--- src/anchored_class_pattern_match_defines.svh ---
// ----------------------------------------------------------------------------
// Assertion macros for the anchored class pattern matcher.
// Shared helpers that wrap concurrent assertions with a common clock and reset.
// ----------------------------------------------------------------------------
`ifndef ANCHORED_CLASS_PATTERN_MATCH_DEFINES_SVH
`define ANCHORED_CLASS_PATTERN_MATCH_DEFINES_SVH

// The consequent holds in the same cycle as the antecedent.
`define ACPM_ASSERT_NOW(label, clk, rst_n, ante, cons, msg) \
    label: assert property (@(posedge clk) disable iff (!rst_n) (ante) |-> (cons)) \
        else $error(msg);

// The consequent holds in the cycle after the antecedent.
`define ACPM_ASSERT_NEXT(label, clk, rst_n, ante, cons, msg) \
    label: assert property (@(posedge clk) disable iff (!rst_n) (ante) |=> (cons)) \
        else $error(msg);

`endif

--- src/acpm_pkg.sv ---
// ----------------------------------------------------------------------------
// acpm_pkg
// Types and character codes shared by the pattern matcher modules.
// ----------------------------------------------------------------------------
package acpm_pkg;

    localparam logic [7:0] CH_DOT       = 8'h2E;
    localparam logic [7:0] CH_LBRACKET  = 8'h5B;
    localparam logic [7:0] CH_RBRACKET  = 8'h5D;
    localparam logic [7:0] CH_CARET     = 8'h5E;
    localparam logic [7:0] CH_BACKSLASH = 8'h5C;
    localparam logic [7:0] CH_LOWER_A   = 8'h61;
    localparam logic [7:0] CH_UPPER_A   = 8'h41;
    localparam logic [7:0] CH_UPPER_Z   = 8'h5A;

    localparam logic CMD_LOAD   = 1'b0;
    localparam logic CMD_SOURCE = 1'b1;

    typedef enum logic [2:0] {
        ST_IDLE,
        ST_ELEM,
        ST_ESC,
        ST_SET,
        ST_RESULT
    } state_t;

    typedef enum logic [1:0] {
        EK_SIMPLE,
        EK_ESC,
        EK_SET
    } elem_kind_t;

    typedef struct packed {
        logic load_en;
        logic src_start;
        logic elem_eval;
        logic esc_eval;
        logic set_eval;
        logic out_load;
    } ctrl_cmd_t;

    typedef struct packed {
        elem_kind_t kind;
        logic       set_done;
        logic       src_last;
        logic       out_free;
    } dp_status_t;

endpackage

--- src/acpm_ctrl.sv ---
// ----------------------------------------------------------------------------
// acpm_ctrl
// Sequencer that takes pattern byte loads and steps one source transaction through
// element fetch, escape decode, set scan and result hand-off.
// ----------------------------------------------------------------------------
module acpm_ctrl (
    input  logic                   clk,
    input  logic                   rst_n,
    input  logic                   in_valid,
    input  logic                   cmd,
    output logic                   in_ready,
    input  acpm_pkg::dp_status_t   status,
    output acpm_pkg::ctrl_cmd_t    ctrl
);
    import acpm_pkg::*;

    state_t state_reg;
    state_t state_next;

    always_ff @(posedge clk or negedge rst_n)
    begin
        if (!rst_n)
        begin
            state_reg <= ST_IDLE;
        end
        else
        begin
            state_reg <= state_next;
        end
    end

    always_comb
    begin
        state_next = state_reg;
        ctrl       = '0;
        in_ready   = 1'b0;
        case (state_reg)
            ST_IDLE:
            begin
                in_ready = 1'b1;
                if (in_valid)
                begin
                    if (cmd == CMD_LOAD)
                    begin
                        ctrl.load_en = 1'b1;
                    end
                    else
                    begin
                        ctrl.src_start = 1'b1;
                        state_next     = ST_ELEM;
                    end
                end
            end
            ST_ELEM:
            begin
                ctrl.elem_eval = 1'b1;
                case (status.kind)
                    EK_ESC:  state_next = ST_ESC;
                    EK_SET:  state_next = ST_SET;
                    default: state_next = status.src_last ? ST_RESULT : ST_IDLE;
                endcase
            end
            ST_ESC:
            begin
                ctrl.esc_eval = 1'b1;
                state_next    = status.src_last ? ST_RESULT : ST_IDLE;
            end
            ST_SET:
            begin
                ctrl.set_eval = 1'b1;
                if (status.set_done)
                begin
                    state_next = status.src_last ? ST_RESULT : ST_IDLE;
                end
            end
            ST_RESULT:
            begin
                if (status.out_free)
                begin
                    ctrl.out_load = 1'b1;
                    state_next    = ST_IDLE;
                end
            end
            default:
            begin
                state_next = ST_IDLE;
            end
        endcase
    end

endmodule

--- src/acpm_dp.sv ---
// ----------------------------------------------------------------------------
// acpm_dp
// Pattern store, position registers, element evaluation and output register.
// ----------------------------------------------------------------------------
`include "anchored_class_pattern_match_defines.svh"

module acpm_dp #(
    parameter int PAT_DEPTH = 128
) (
    input  logic                   clk,
    input  logic                   rst_n,
    input  logic [7:0]             byte_value,
    input  logic                   is_last,
    input  acpm_pkg::ctrl_cmd_t    ctrl,
    output acpm_pkg::dp_status_t   status,
    input  logic                   out_ready,
    output logic                   out_valid,
    output logic                   matched,
    output logic                   pattern_overflow
);
    import acpm_pkg::*;

    localparam int AW    = (PAT_DEPTH > 1) ? $clog2(PAT_DEPTH) : 1;
    localparam int LEN_W = $clog2(PAT_DEPTH + 1);
    localparam int POS_W = $clog2(PAT_DEPTH + 5);
    localparam logic [POS_W-1:0] POS_CAP   = POS_W'(PAT_DEPTH + 2);
    localparam logic [LEN_W-1:0] LEN_DEPTH = LEN_W'(PAT_DEPTH);

    logic [7:0]       mem [PAT_DEPTH];
    logic [7:0]       rd_data_reg;
    logic [AW-1:0]    rd_addr;

    logic [LEN_W-1:0] len_reg;
    logic [LEN_W-1:0] load_pos_reg;
    logic [POS_W-1:0] match_pos_reg;
    logic             all_reg;
    logic             ovf_reg;
    logic [7:0]       ch_reg;
    logic             last_reg;
    logic [POS_W-1:0] k_reg;
    logic             first_reg;
    logic             neg_reg;
    logic             member_reg;
    logic             pend_reg;
    logic             out_valid_reg;
    logic             matched_reg;
    logic             ovf_out_reg;

    logic [POS_W-1:0] len_ext;
    logic [POS_W-1:0] pos_p1;
    logic [POS_W-1:0] pos_p2;
    logic [POS_W-1:0] k_p1;
    logic [POS_W-1:0] rd_pos;
    logic [7:0]       elem_byte;
    logic [7:0]       esc_byte;
    logic             k_valid;
    logic             neg_now;
    logic             set_done;
    logic             ch_upper;
    elem_kind_t       kind;
    logic             commit;
    logic             hit;
    logic [POS_W-1:0] new_pos;
    logic [POS_W-1:0] pos_sat;
    logic             all_new;
    logic             load_fits;

    assign len_ext   = POS_W'(len_reg);
    assign pos_p1    = match_pos_reg + POS_W'(1);
    assign pos_p2    = match_pos_reg + POS_W'(2);
    assign k_p1      = k_reg + POS_W'(1);
    assign load_fits = (load_pos_reg < LEN_DEPTH);
    assign ch_upper  = (ch_reg >= CH_UPPER_A) && (ch_reg <= CH_UPPER_Z);

    assign elem_byte = (match_pos_reg < len_ext) ? rd_data_reg : 8'h00;
    assign esc_byte  = (pos_p1 < len_ext) ? rd_data_reg : 8'h00;
    assign k_valid   = (k_reg < len_ext);
    assign neg_now   = first_reg ? (k_valid && (rd_data_reg == CH_CARET)) : neg_reg;
    assign set_done  = !(k_valid && (rd_data_reg != CH_RBRACKET));

    always_comb
    begin
        case (elem_byte)
            CH_LBRACKET:  kind = EK_SET;
            CH_BACKSLASH: kind = EK_ESC;
            default:      kind = EK_SIMPLE;
        endcase
    end

    always_comb
    begin
        rd_pos = match_pos_reg;
        if (ctrl.elem_eval && (kind != EK_SIMPLE))
        begin
            rd_pos = pos_p1;
        end
        else if (ctrl.set_eval)
        begin
            rd_pos = k_p1;
        end
    end
    assign rd_addr = rd_pos[AW-1:0];

    always_comb
    begin
        commit  = 1'b0;
        hit     = 1'b0;
        new_pos = pos_p1;
        if (ctrl.elem_eval && (kind == EK_SIMPLE))
        begin
            commit  = 1'b1;
            hit     = (elem_byte == CH_DOT) || (elem_byte == ch_reg);
            new_pos = pos_p1;
        end
        else if (ctrl.esc_eval)
        begin
            commit  = 1'b1;
            new_pos = pos_p2;
            if (esc_byte == CH_LOWER_A)
            begin
                hit = !ch_upper;
            end
            else if (esc_byte == CH_UPPER_A)
            begin
                hit = ch_upper;
            end
        end
        else if (ctrl.set_eval && set_done)
        begin
            commit  = 1'b1;
            hit     = neg_now ? !member_reg : member_reg;
            new_pos = k_p1;
        end
    end

    assign pos_sat = (new_pos > POS_CAP) ? POS_CAP : new_pos;
    assign all_new = all_reg && hit;

    always_ff @(posedge clk)
    begin
        if (ctrl.load_en && load_fits)
        begin
            mem[load_pos_reg[AW-1:0]] <= byte_value;
        end
        rd_data_reg <= mem[rd_addr];
    end

    always_ff @(posedge clk)
    begin
        if (ctrl.src_start)
        begin
            ch_reg   <= byte_value;
            last_reg <= is_last;
        end
        if (ctrl.elem_eval)
        begin
            k_reg      <= pos_p1;
            first_reg  <= 1'b1;
            member_reg <= 1'b0;
        end
        else if (ctrl.set_eval)
        begin
            first_reg <= 1'b0;
            neg_reg   <= neg_now;
            if (!set_done)
            begin
                k_reg      <= k_p1;
                member_reg <= member_reg || (rd_data_reg == ch_reg);
            end
        end
        if (commit && last_reg)
        begin
            pend_reg <= all_new && (pos_sat == len_ext);
        end
        if (ctrl.out_load)
        begin
            matched_reg <= pend_reg;
            ovf_out_reg <= ovf_reg;
        end
    end

    always_ff @(posedge clk or negedge rst_n)
    begin
        if (!rst_n)
        begin
            len_reg       <= '0;
            load_pos_reg  <= '0;
            match_pos_reg <= '0;
            all_reg       <= 1'b1;
            ovf_reg       <= 1'b0;
            out_valid_reg <= 1'b0;
        end
        else
        begin
            if (ctrl.load_en)
            begin
                if (load_fits)
                begin
                    len_reg <= load_pos_reg + LEN_W'(1);
                    if (load_pos_reg == '0)
                    begin
                        ovf_reg <= 1'b0;
                    end
                end
                else
                begin
                    ovf_reg <= 1'b1;
                end
                if (is_last)
                begin
                    load_pos_reg <= '0;
                end
                else if (load_fits)
                begin
                    load_pos_reg <= load_pos_reg + LEN_W'(1);
                end
                match_pos_reg <= '0;
                all_reg       <= 1'b1;
            end
            else if (commit)
            begin
                if (last_reg)
                begin
                    match_pos_reg <= '0;
                    all_reg       <= 1'b1;
                end
                else
                begin
                    match_pos_reg <= pos_sat;
                    all_reg       <= all_new;
                end
            end
            if (ctrl.out_load)
            begin
                out_valid_reg <= 1'b1;
            end
            else if (out_valid_reg && out_ready)
            begin
                out_valid_reg <= 1'b0;
            end
        end
    end

    assign status.kind     = kind;
    assign status.set_done = set_done;
    assign status.src_last = last_reg;
    assign status.out_free = !out_valid_reg || out_ready;

    assign out_valid        = out_valid_reg;
    assign matched          = matched_reg;
    assign pattern_overflow = ovf_out_reg;

    `ACPM_ASSERT_NOW(a_pos_cap, clk, rst_n, 1'b1,
                     match_pos_reg <= POS_CAP, "match position above cap")
    `ACPM_ASSERT_NOW(a_len_bound, clk, rst_n, 1'b1,
                     (len_reg <= LEN_DEPTH) && (load_pos_reg <= LEN_DEPTH),
                     "pattern length beyond store")
    `ACPM_ASSERT_NEXT(a_load_rewind, clk, rst_n, ctrl.load_en,
                      (match_pos_reg == '0) && all_reg, "load did not rewind match state")
    `ACPM_ASSERT_NOW(a_out_load_free, clk, rst_n, ctrl.out_load,
                     !out_valid_reg || out_ready, "result overwrote a pending transaction")

endmodule

--- src/anchored_class_pattern_match.sv ---
// Sequence: a pattern byte is taken in the idle state; a source character goes through element
// evaluation, then escape decode for an escape or a set scan (one store read per set byte).
// A final source character adds a result hand-off state; the result register is valid next.
// Throughput: one transaction at a time, bounded by the single store read port.
// Reset clears control and position state; the pattern store is not cleared.
// ----------------------------------------------------------------------------
// anchored_class_pattern_match
// Anchored pattern matcher with classes, negated sets and case escapes.
// ----------------------------------------------------------------------------
module anchored_class_pattern_match #(
    parameter int PAT_DEPTH = 128
) (
    input  logic       clk,
    input  logic       rst_n,
    input  logic       in_valid,
    output logic       in_ready,
    input  logic       cmd,
    input  logic [7:0] byte_value,
    input  logic       is_last,
    output logic       out_valid,
    input  logic       out_ready,
    output logic       matched,
    output logic       pattern_overflow
);
    import acpm_pkg::*;

    ctrl_cmd_t  ctrl;
    dp_status_t status;

    acpm_ctrl u_ctrl (
        .clk      (clk),
        .rst_n    (rst_n),
        .in_valid (in_valid),
        .cmd      (cmd),
        .in_ready (in_ready),
        .status   (status),
        .ctrl     (ctrl)
    );

    acpm_dp #(
        .PAT_DEPTH (PAT_DEPTH)
    ) u_dp (
        .clk              (clk),
        .rst_n            (rst_n),
        .byte_value       (byte_value),
        .is_last          (is_last),
        .ctrl             (ctrl),
        .status           (status),
        .out_ready        (out_ready),
        .out_valid        (out_valid),
        .matched          (matched),
        .pattern_overflow (pattern_overflow)
    );

endmodule

--- config.mk ---
export PLATFORM = sky130hd
export DESIGN_NAME = anchored_class_pattern_match
export DESIGN_NICKNAME = d
export VERILOG_FILES = /design/src/acpm_pkg.sv /design/src/acpm_ctrl.sv /design/src/acpm_dp.sv /design/src/anchored_class_pattern_match.sv
export VERILOG_INCLUDE_DIRS = /design/src /design/src/src
export SDC_FILE = /design/constraint.sdc
export NUM_CORES = 2
export LEC_CHECK = 0
export ABC_CLOCK_PERIOD_IN_PS = 8900
export BUFFER_PORTS_ARGS = -buffer_cell sky130_fd_sc_hd__buf_2
export CAP_MARGIN = 20
export CORE_MARGIN = 3
export CORE_UTILIZATION = 50
export CTS_CLUSTER_SIZE = 10
export DETAILED_ROUTE_END_ITERATION = 10
export PLACE_DENSITY = 0.66
export SLEW_MARGIN = 20
export SYNTH_ARGS = -nofsm -noshare
export SYNTH_HDL_FRONTEND = slang
export SYNTH_SLANG_ARGS = --single-unit
--- constraint.sdc ---
create_clock -name clk -period 8.9 [get_ports clk]
set_input_delay 1.335 -clock clk [delete_from_list [all_inputs] [get_ports clk]]
set_output_delay 1.335 -clock clk [all_outputs]
set_load 0.01 [all_outputs]
After elaboration in Yosys (flattened, before gate mapping)
Memory sizes are Yosys's and may differ from the RTL's. A register that Yosys moved wholly into a read port is not among the register bits.
Index checks and enable logic that the tools add are counted.
{ "classes": {"div_mod_pow": 0, "n_lt_le_gt_ge": 7, "n_shift": 0, "reduce_logical": 34, "mul": 0, "n_mux": 53, "n_addsub": 4, "bitwise_logic": 1, "eq_ne": 21} }
{ "op_table": {"columns": ["operator", "n"], "rows": [
  ["$mux W8", 14],
  ["$eq A8 B7 Y1 const B", 5],
  ["$mux W1", 27],
  ["$add A8 B1 Y8 const B", 3],
  ["$eq A8 B8 Y1", 3],
  ["$lt A8 B8 Y1", 3],
  ["$mux W3", 5],
  ["$pmux W3 S5", 1],
  ["$mux W7", 2],
  ["$reduce_and A2 Y1", 6],
  ["$reduce_bool A2 Y1", 6],
  ["$logic_and A1 B1 Y1", 11],
  ["$ne A2 B2 Y1 const B", 5],
  ["$add A8 B2 Y8 const B", 1],
  ["$eq A8 B6 Y1 const B", 1],
  ["$ge A8 B7 Y1 const B", 1],
  ["$gt A8 B8 Y1 const B", 1],
  ["$le A8 B7 Y1 const B", 1],
  ["$logic_not A8 Y1", 1],
  ["$lt A8 B8 Y1 const B", 1],
  ["$ne A8 B7 Y1 const B", 1],
  ["$eq A3 B2 Y1 const B", 2],
  ["$pmux W3 S2", 1],
  ["$logic_not A1 Y1", 4],
  ["11 further kinds", 14]
]} }
{ "word_totals": {"ff_bits": 53, "latch_bits": 0, "out_inout_bits": 4, "ramBits": 1024, "rom_bits": 0, "mem_count": 1} }
{ "memory_table": {"columns": ["name", "words", "width", "read_ports", "rd_ports_with_merged_regs", "wr", "line_no", "rtl"], "rows": [
  ["u_dp.mem", 128, 8, 1, 1, 1, "acpm_dp.sv:29", "logic [7:0] mem [PAT_DEPTH];"]
]} }

Depth between registers and ports, before layout
{ "logic_depth": {"depth_word": 12, "mapped_depth": 20, "ltp_nobuf": 16} }

Cells and area by module
Synthesis repeated with hierarchy kept, for this count alone.
{ "unflattened": {"hier_cells": 3630, "hier_area_um2": 45054.5} }
{ "modules_own_cells": {"columns": ["module", "area_per_inst_um2", "cells_per_inst", "seq_area_each_um2", "n_inst"], "rows": [
  ["acpm_dp", 44818.0, 3603, 32257.2, 1],
  ["acpm_ctrl", 236.5, 27, 75.1, 1]
]} }

Least setup slack after synthesis
No wires, ideal clock.
{ "synth_path": {"path_kind": "flip-flop to flip-flop", "start": "reg u_dp.len_reg[5] (netlist: u_dp.len_ext[5])", "end": "reg u_dp.rd_data_reg[6], read port of u_dp.mem", "arrival_time_ns": 3.946, "required_time_ns": 8.772, "path_buffers": 4, "slack_ns": 4.825, "period_less_slack_ns": 4.075, "stages_incl_launch_ff": 19, "cell_sequence": "dfrtp_1 -> inv_1 -> ha_1 -> a2111o_1 -> a211o_1 -> nand2_1 -> nand3_1 -> ha_1 -> clkbuf_2 -> a21oi_1 -> o22a_1 -> buf_2 -> buf_2 -> buf_2 -> mux4_2 -> mux2i_1 -> o22ai_1 -> nor4_1 -> nand3_1"} }
{ "synth_between": {"elab_chain_len": 7, "elab_cells_between_ends": 8} }
{ "synth_rtl": {"columns": ["item", "line_no", "rtl"], "rows": [
  ["from (decl)", "acpm_dp.sv:33", "logic [LEN_W-1:0] len_reg;"],
  ["from (signal assigned)", "acpm_dp.sv:199", "len_reg <= load_pos_reg + LEN_W'(1);"],
  ["$lt A8 B8 Y1 *", "acpm_dp.sv:75", "assign elem_byte = (match_pos_reg < len_ext) ? rd_data_reg : 8'h00;"],
  ["$mux W8 *", "acpm_dp.sv:75", null],
  ["$eq A8 B7 Y1", "acpm_dp.sv:83", "case (elem_byte)"],
  ["$pmux W2 S2 *", "acpm_dp.sv:83", null],
  ["$reduce_bool A2 Y1 *", "acpm_dp.sv:93", "if (ctrl.elem_eval && (kind != EK_SIMPLE))"],
  ["$logic_and A1 B1 Y1 *", "acpm_dp.sv:93", null],
  ["$mux W7 *", "acpm_dp.sv:93", null],
  ["to (decl)", "acpm_dp.sv:30", "logic [7:0] rd_data_reg;"]
]} }
Mark *: on every way between the ends. The rest lies on a longest branch, timed or not.
A chain may end at the register's enable or synchronous reset.

Worst setup path in the final report
{ "layout_path": {"start": "reg u_dp.len_reg[5] (netlist: u_dp.len_ext[5])", "end": "reg u_dp.rd_data_reg[7], read port of u_dp.mem"} }
The elaborated chain is that of the path after synthesis.

==> results.md <==
- Status: completed
- Antenna violations before repair: 2
- DRT Wirelength: 101,000 um
- CTS Buf Count: 120
- Die H: 302 um
- Maximum VDD drop: around 0.17 mV
- Worst-path fanout max: 57
- Fillers: approximately 6,400
- Worst slew pin tran: approximately 1.0 ns
- Iteration-0 DRC Markers: 2,264
- Post-synth ARST share: 2.76%
- Post-synth EDFFs: 1,045
- Nets@finish: 2,366
- Hold Path Depth: 0
- Crit path time final: 6.26 ns
- Vias: 22,094
- Primary FF master, synth: edfxtp_1
- Vias in the first global route: 22,574
- Post-CTS Setup Bufs: 0
- TritonCTS clock tree: yes
- Arrival time at the worst endpoint: 6.80 ns
- Clock latency at the later pin of the worst-skew pair: 0.68 ns
- Routed length per instance: 28.6 um
- Count of cell types in the netlist: 81
- R2R cell count: 16
- Pins Over Slew Limit: 0
- Post-Route Setup TNS: 0 ns
- Grt ovf: 0
- Post-DRT Antenna Nets: 0
- Worst R2R Start: u_dp.len_ext[5]
- M3 GR Usage: under 10%
- H-tree depth: 3
- Busiest grt layer: met2
- P per Cell Area: roughly 230 nW/um^2
- Core ar.: ~87,000 um^2
- CTS resizes: 0
- P_leak: about 0.015 uW
- Syn Nets: 2,305
- GPL Wtd Cong: between 0.9 and 1
- CP endpoint kind: flip-flop
- Gr usage total: ~22%
- Number of port buffers: 17
- Ratio of cells with drive above 1 in the final layout: roughly a fifth
- Footprint of the multi-input gates: approximately 11,000 um^2
- # IOs: 18
- Root Driver: clkbuf_16
- Final Setup Violations: 0
- Vias/cell: about 6.3
- Pin count of the biggest net entering global routing: about 150
- Slew headroom: 31.7%
- CP required: 9.44 ns
- Sequential element share of the synthesized area: 73.6%
- Most frequent cells in the layout: edfxtp_1 (1,045), mux4_2 (256), nor2_1 (178)
- Total clock sinks: roughly 1,100
- Mapped cell area: 43,900 um^2
- Die width: between 300 and 400 um
- CP startpoint kind: flip-flop
- Number of synthesized register bits: 1,085
- Area delta synth->final: 10.4%
- Clk pin slew, worst setup/hold paths: 0.06 ns
- Full die area: between 90,000 and 100,000 um^2
- Met1 GRT Util: 32.0%
- Final core utilization: between 50% and 60%
- Hold Vio Cnt, Final: 0
- Drt pass-1 iters: 7
- Largest register FFs: slightly above 1,000
- CP Launch Point: u_dp.len_ext[5]
- Dpl hpwl: 60,700 um
- Row cnt: between 100 and 150
- Starting density of the core: about 50%
- Max Buffers Root-to-Sink: 3
- Number of max-cap violations: 0
- Worst Skew: 0.0252 ns
- Hold Buf Count CTS: 0
- Hold wc startpoint: u_dp.ovf_reg
- Grt met2 use: between 30% and 40%
- Synth warn: 0
- Most common cell after layout, fill and taps aside: edfxtp_1
- Mean post-synth cell area: 19.4 um^2
- Unrepaired setup endpoints after global routing: false
- DRC: 0
- Critical path class: reg -> reg
- # diodes: 0
- Achievable Freq: 160 MHz
- FF/Latch Area: 32,300 um^2
- Mapped Cells: 2,263
- Share of the clock period used by the worst path: 70.4%
- Hold crit path type: reg -> reg
- Global-route wire length before repair: 150,000 um
[area by class of cell]
| class | count | share of cell area, % |
|---|---|---|
| multi-input cells | 1042 | 22.5 |
| flip-flops and latches | 1085 | 66.7 |
| clock inverters | 10 | 0.263 |
| inverters | 29 | 0.225 |
| clock buffers | 163 | 6.61 |
| well taps | 1155 | 2.98 |
| repair buffers | 46 | 0.777 |
[worst max-delay path, stage by stage, from the launching register on]
cell	delay [ns]
dfrtp_1	0.37
inv_1	0.19
ha_1	0.29
a2111o_1	0.38
a211o_1	0.32
nand2_1	0.18
nand3_1	0.14
ha_1	0.34
a21oi_1	0.23
o22a_4	0.68
buf_12	0.49
buf_4	0.61
mux4_2	0.60
mux2i_1	0.16
o22ai_1	0.13
nor4_1	0.79
nand2_1	0.10
[cell families after synthesis]
kind of cell | count (synthesis) | synth area share [%]
and+or+nand+nor | 398 | 4.15
adders and majority gates | 28 | 0.798
DFF | 1085 | 73.6
AOI/OAI and AO/OA | 210 | 3.30
xor gates and xnor gates | 26 | 0.519
muxes | 380 | 16.0
buffers and inverters | 136 | 1.64
[routing by layer]
metal  wire [um]  vias up
met5          18        -
met4        3480        2
met3        7560      176
met2       48100      911
met1       41900    11633
li1            -     9372
[cells in the mapped netlist (all sizes together) (3+ instances only)]
cell	n	share of area, %
xor2	11	0.22
o211ai	4	0.068
and3	5	0.071
a211oi	9	0.18
nand2	98	0.86
a22oi	9	0.17
nand4	6	0.085
inv	29	0.25
o221ai	5	0.14
a31oi	6	0.12
nand2b	10	0.14
edfxtp	1045	71
a21o	4	0.068
nor3	11	0.13
a21oi	30	0.34
buf	83	1.2
and2	6	0.091
mux2i	123	2.8
o22ai	70	1.0
nor4	23	0.33
mux4	256	13
o21bai	3	0.077
o21ai	36	0.42
a22o	5	0.10
clkbuf	24	0.21
ha	28	0.80
nand3	31	0.35
nor3b	3	0.051
xnor2	15	0.30
o31ai	5	0.12
dfxtp	10	0.46
o2111ai	3	0.060
nor2	180	1.6
or3	8	0.14
a32o	3	0.068
nor2b	8	0.13
dfrtp	29	1.7
[stage by stage]
step | power (uW) | instances | setup WS, ns | hold slack, ns | cell area [um^2]
after global routing | 11500 | 3530 | 2.16 | 0.458 | 48500
final | 11100 | 3530 | 2.64 | 0.455 | 48500
after floorplan | 6520 | 2263 | 4.83 | 0.400 | 43900
after global placement | 6840 | 3357 | 2.70 | 0.437 | 45100
after detailed placement | 6860 | 3357 | 2.64 | 0.430 | 45100
after CTS | 11200 | 3530 | 2.64 | 0.457 | 48500
[where the power goes]
part	internal, uW	switching [uW]	total, uW
Combinational	449	600	1050
Clock	2500	1850	4350
Sequential	5640	56.9	5700
Total	8580	2510	11100
[path summary, 6_finish.rpt]
check	slack, ns	to
setup / recovery	2.64	u_dp.rd_data_reg[7]
hold / removal	0.45	u_dp.pattern_overflow
setup reg to reg	2.64	u_dp.rd_data_reg[7]
hold reg to reg	0.45	u_dp.pattern_overflow
max in group asynchronous	7.69	u_ctrl.state_reg[0]
min in group asynchronous	0.73	u_ctrl.state_reg[1]
Power figures use the tool's default switching activity.
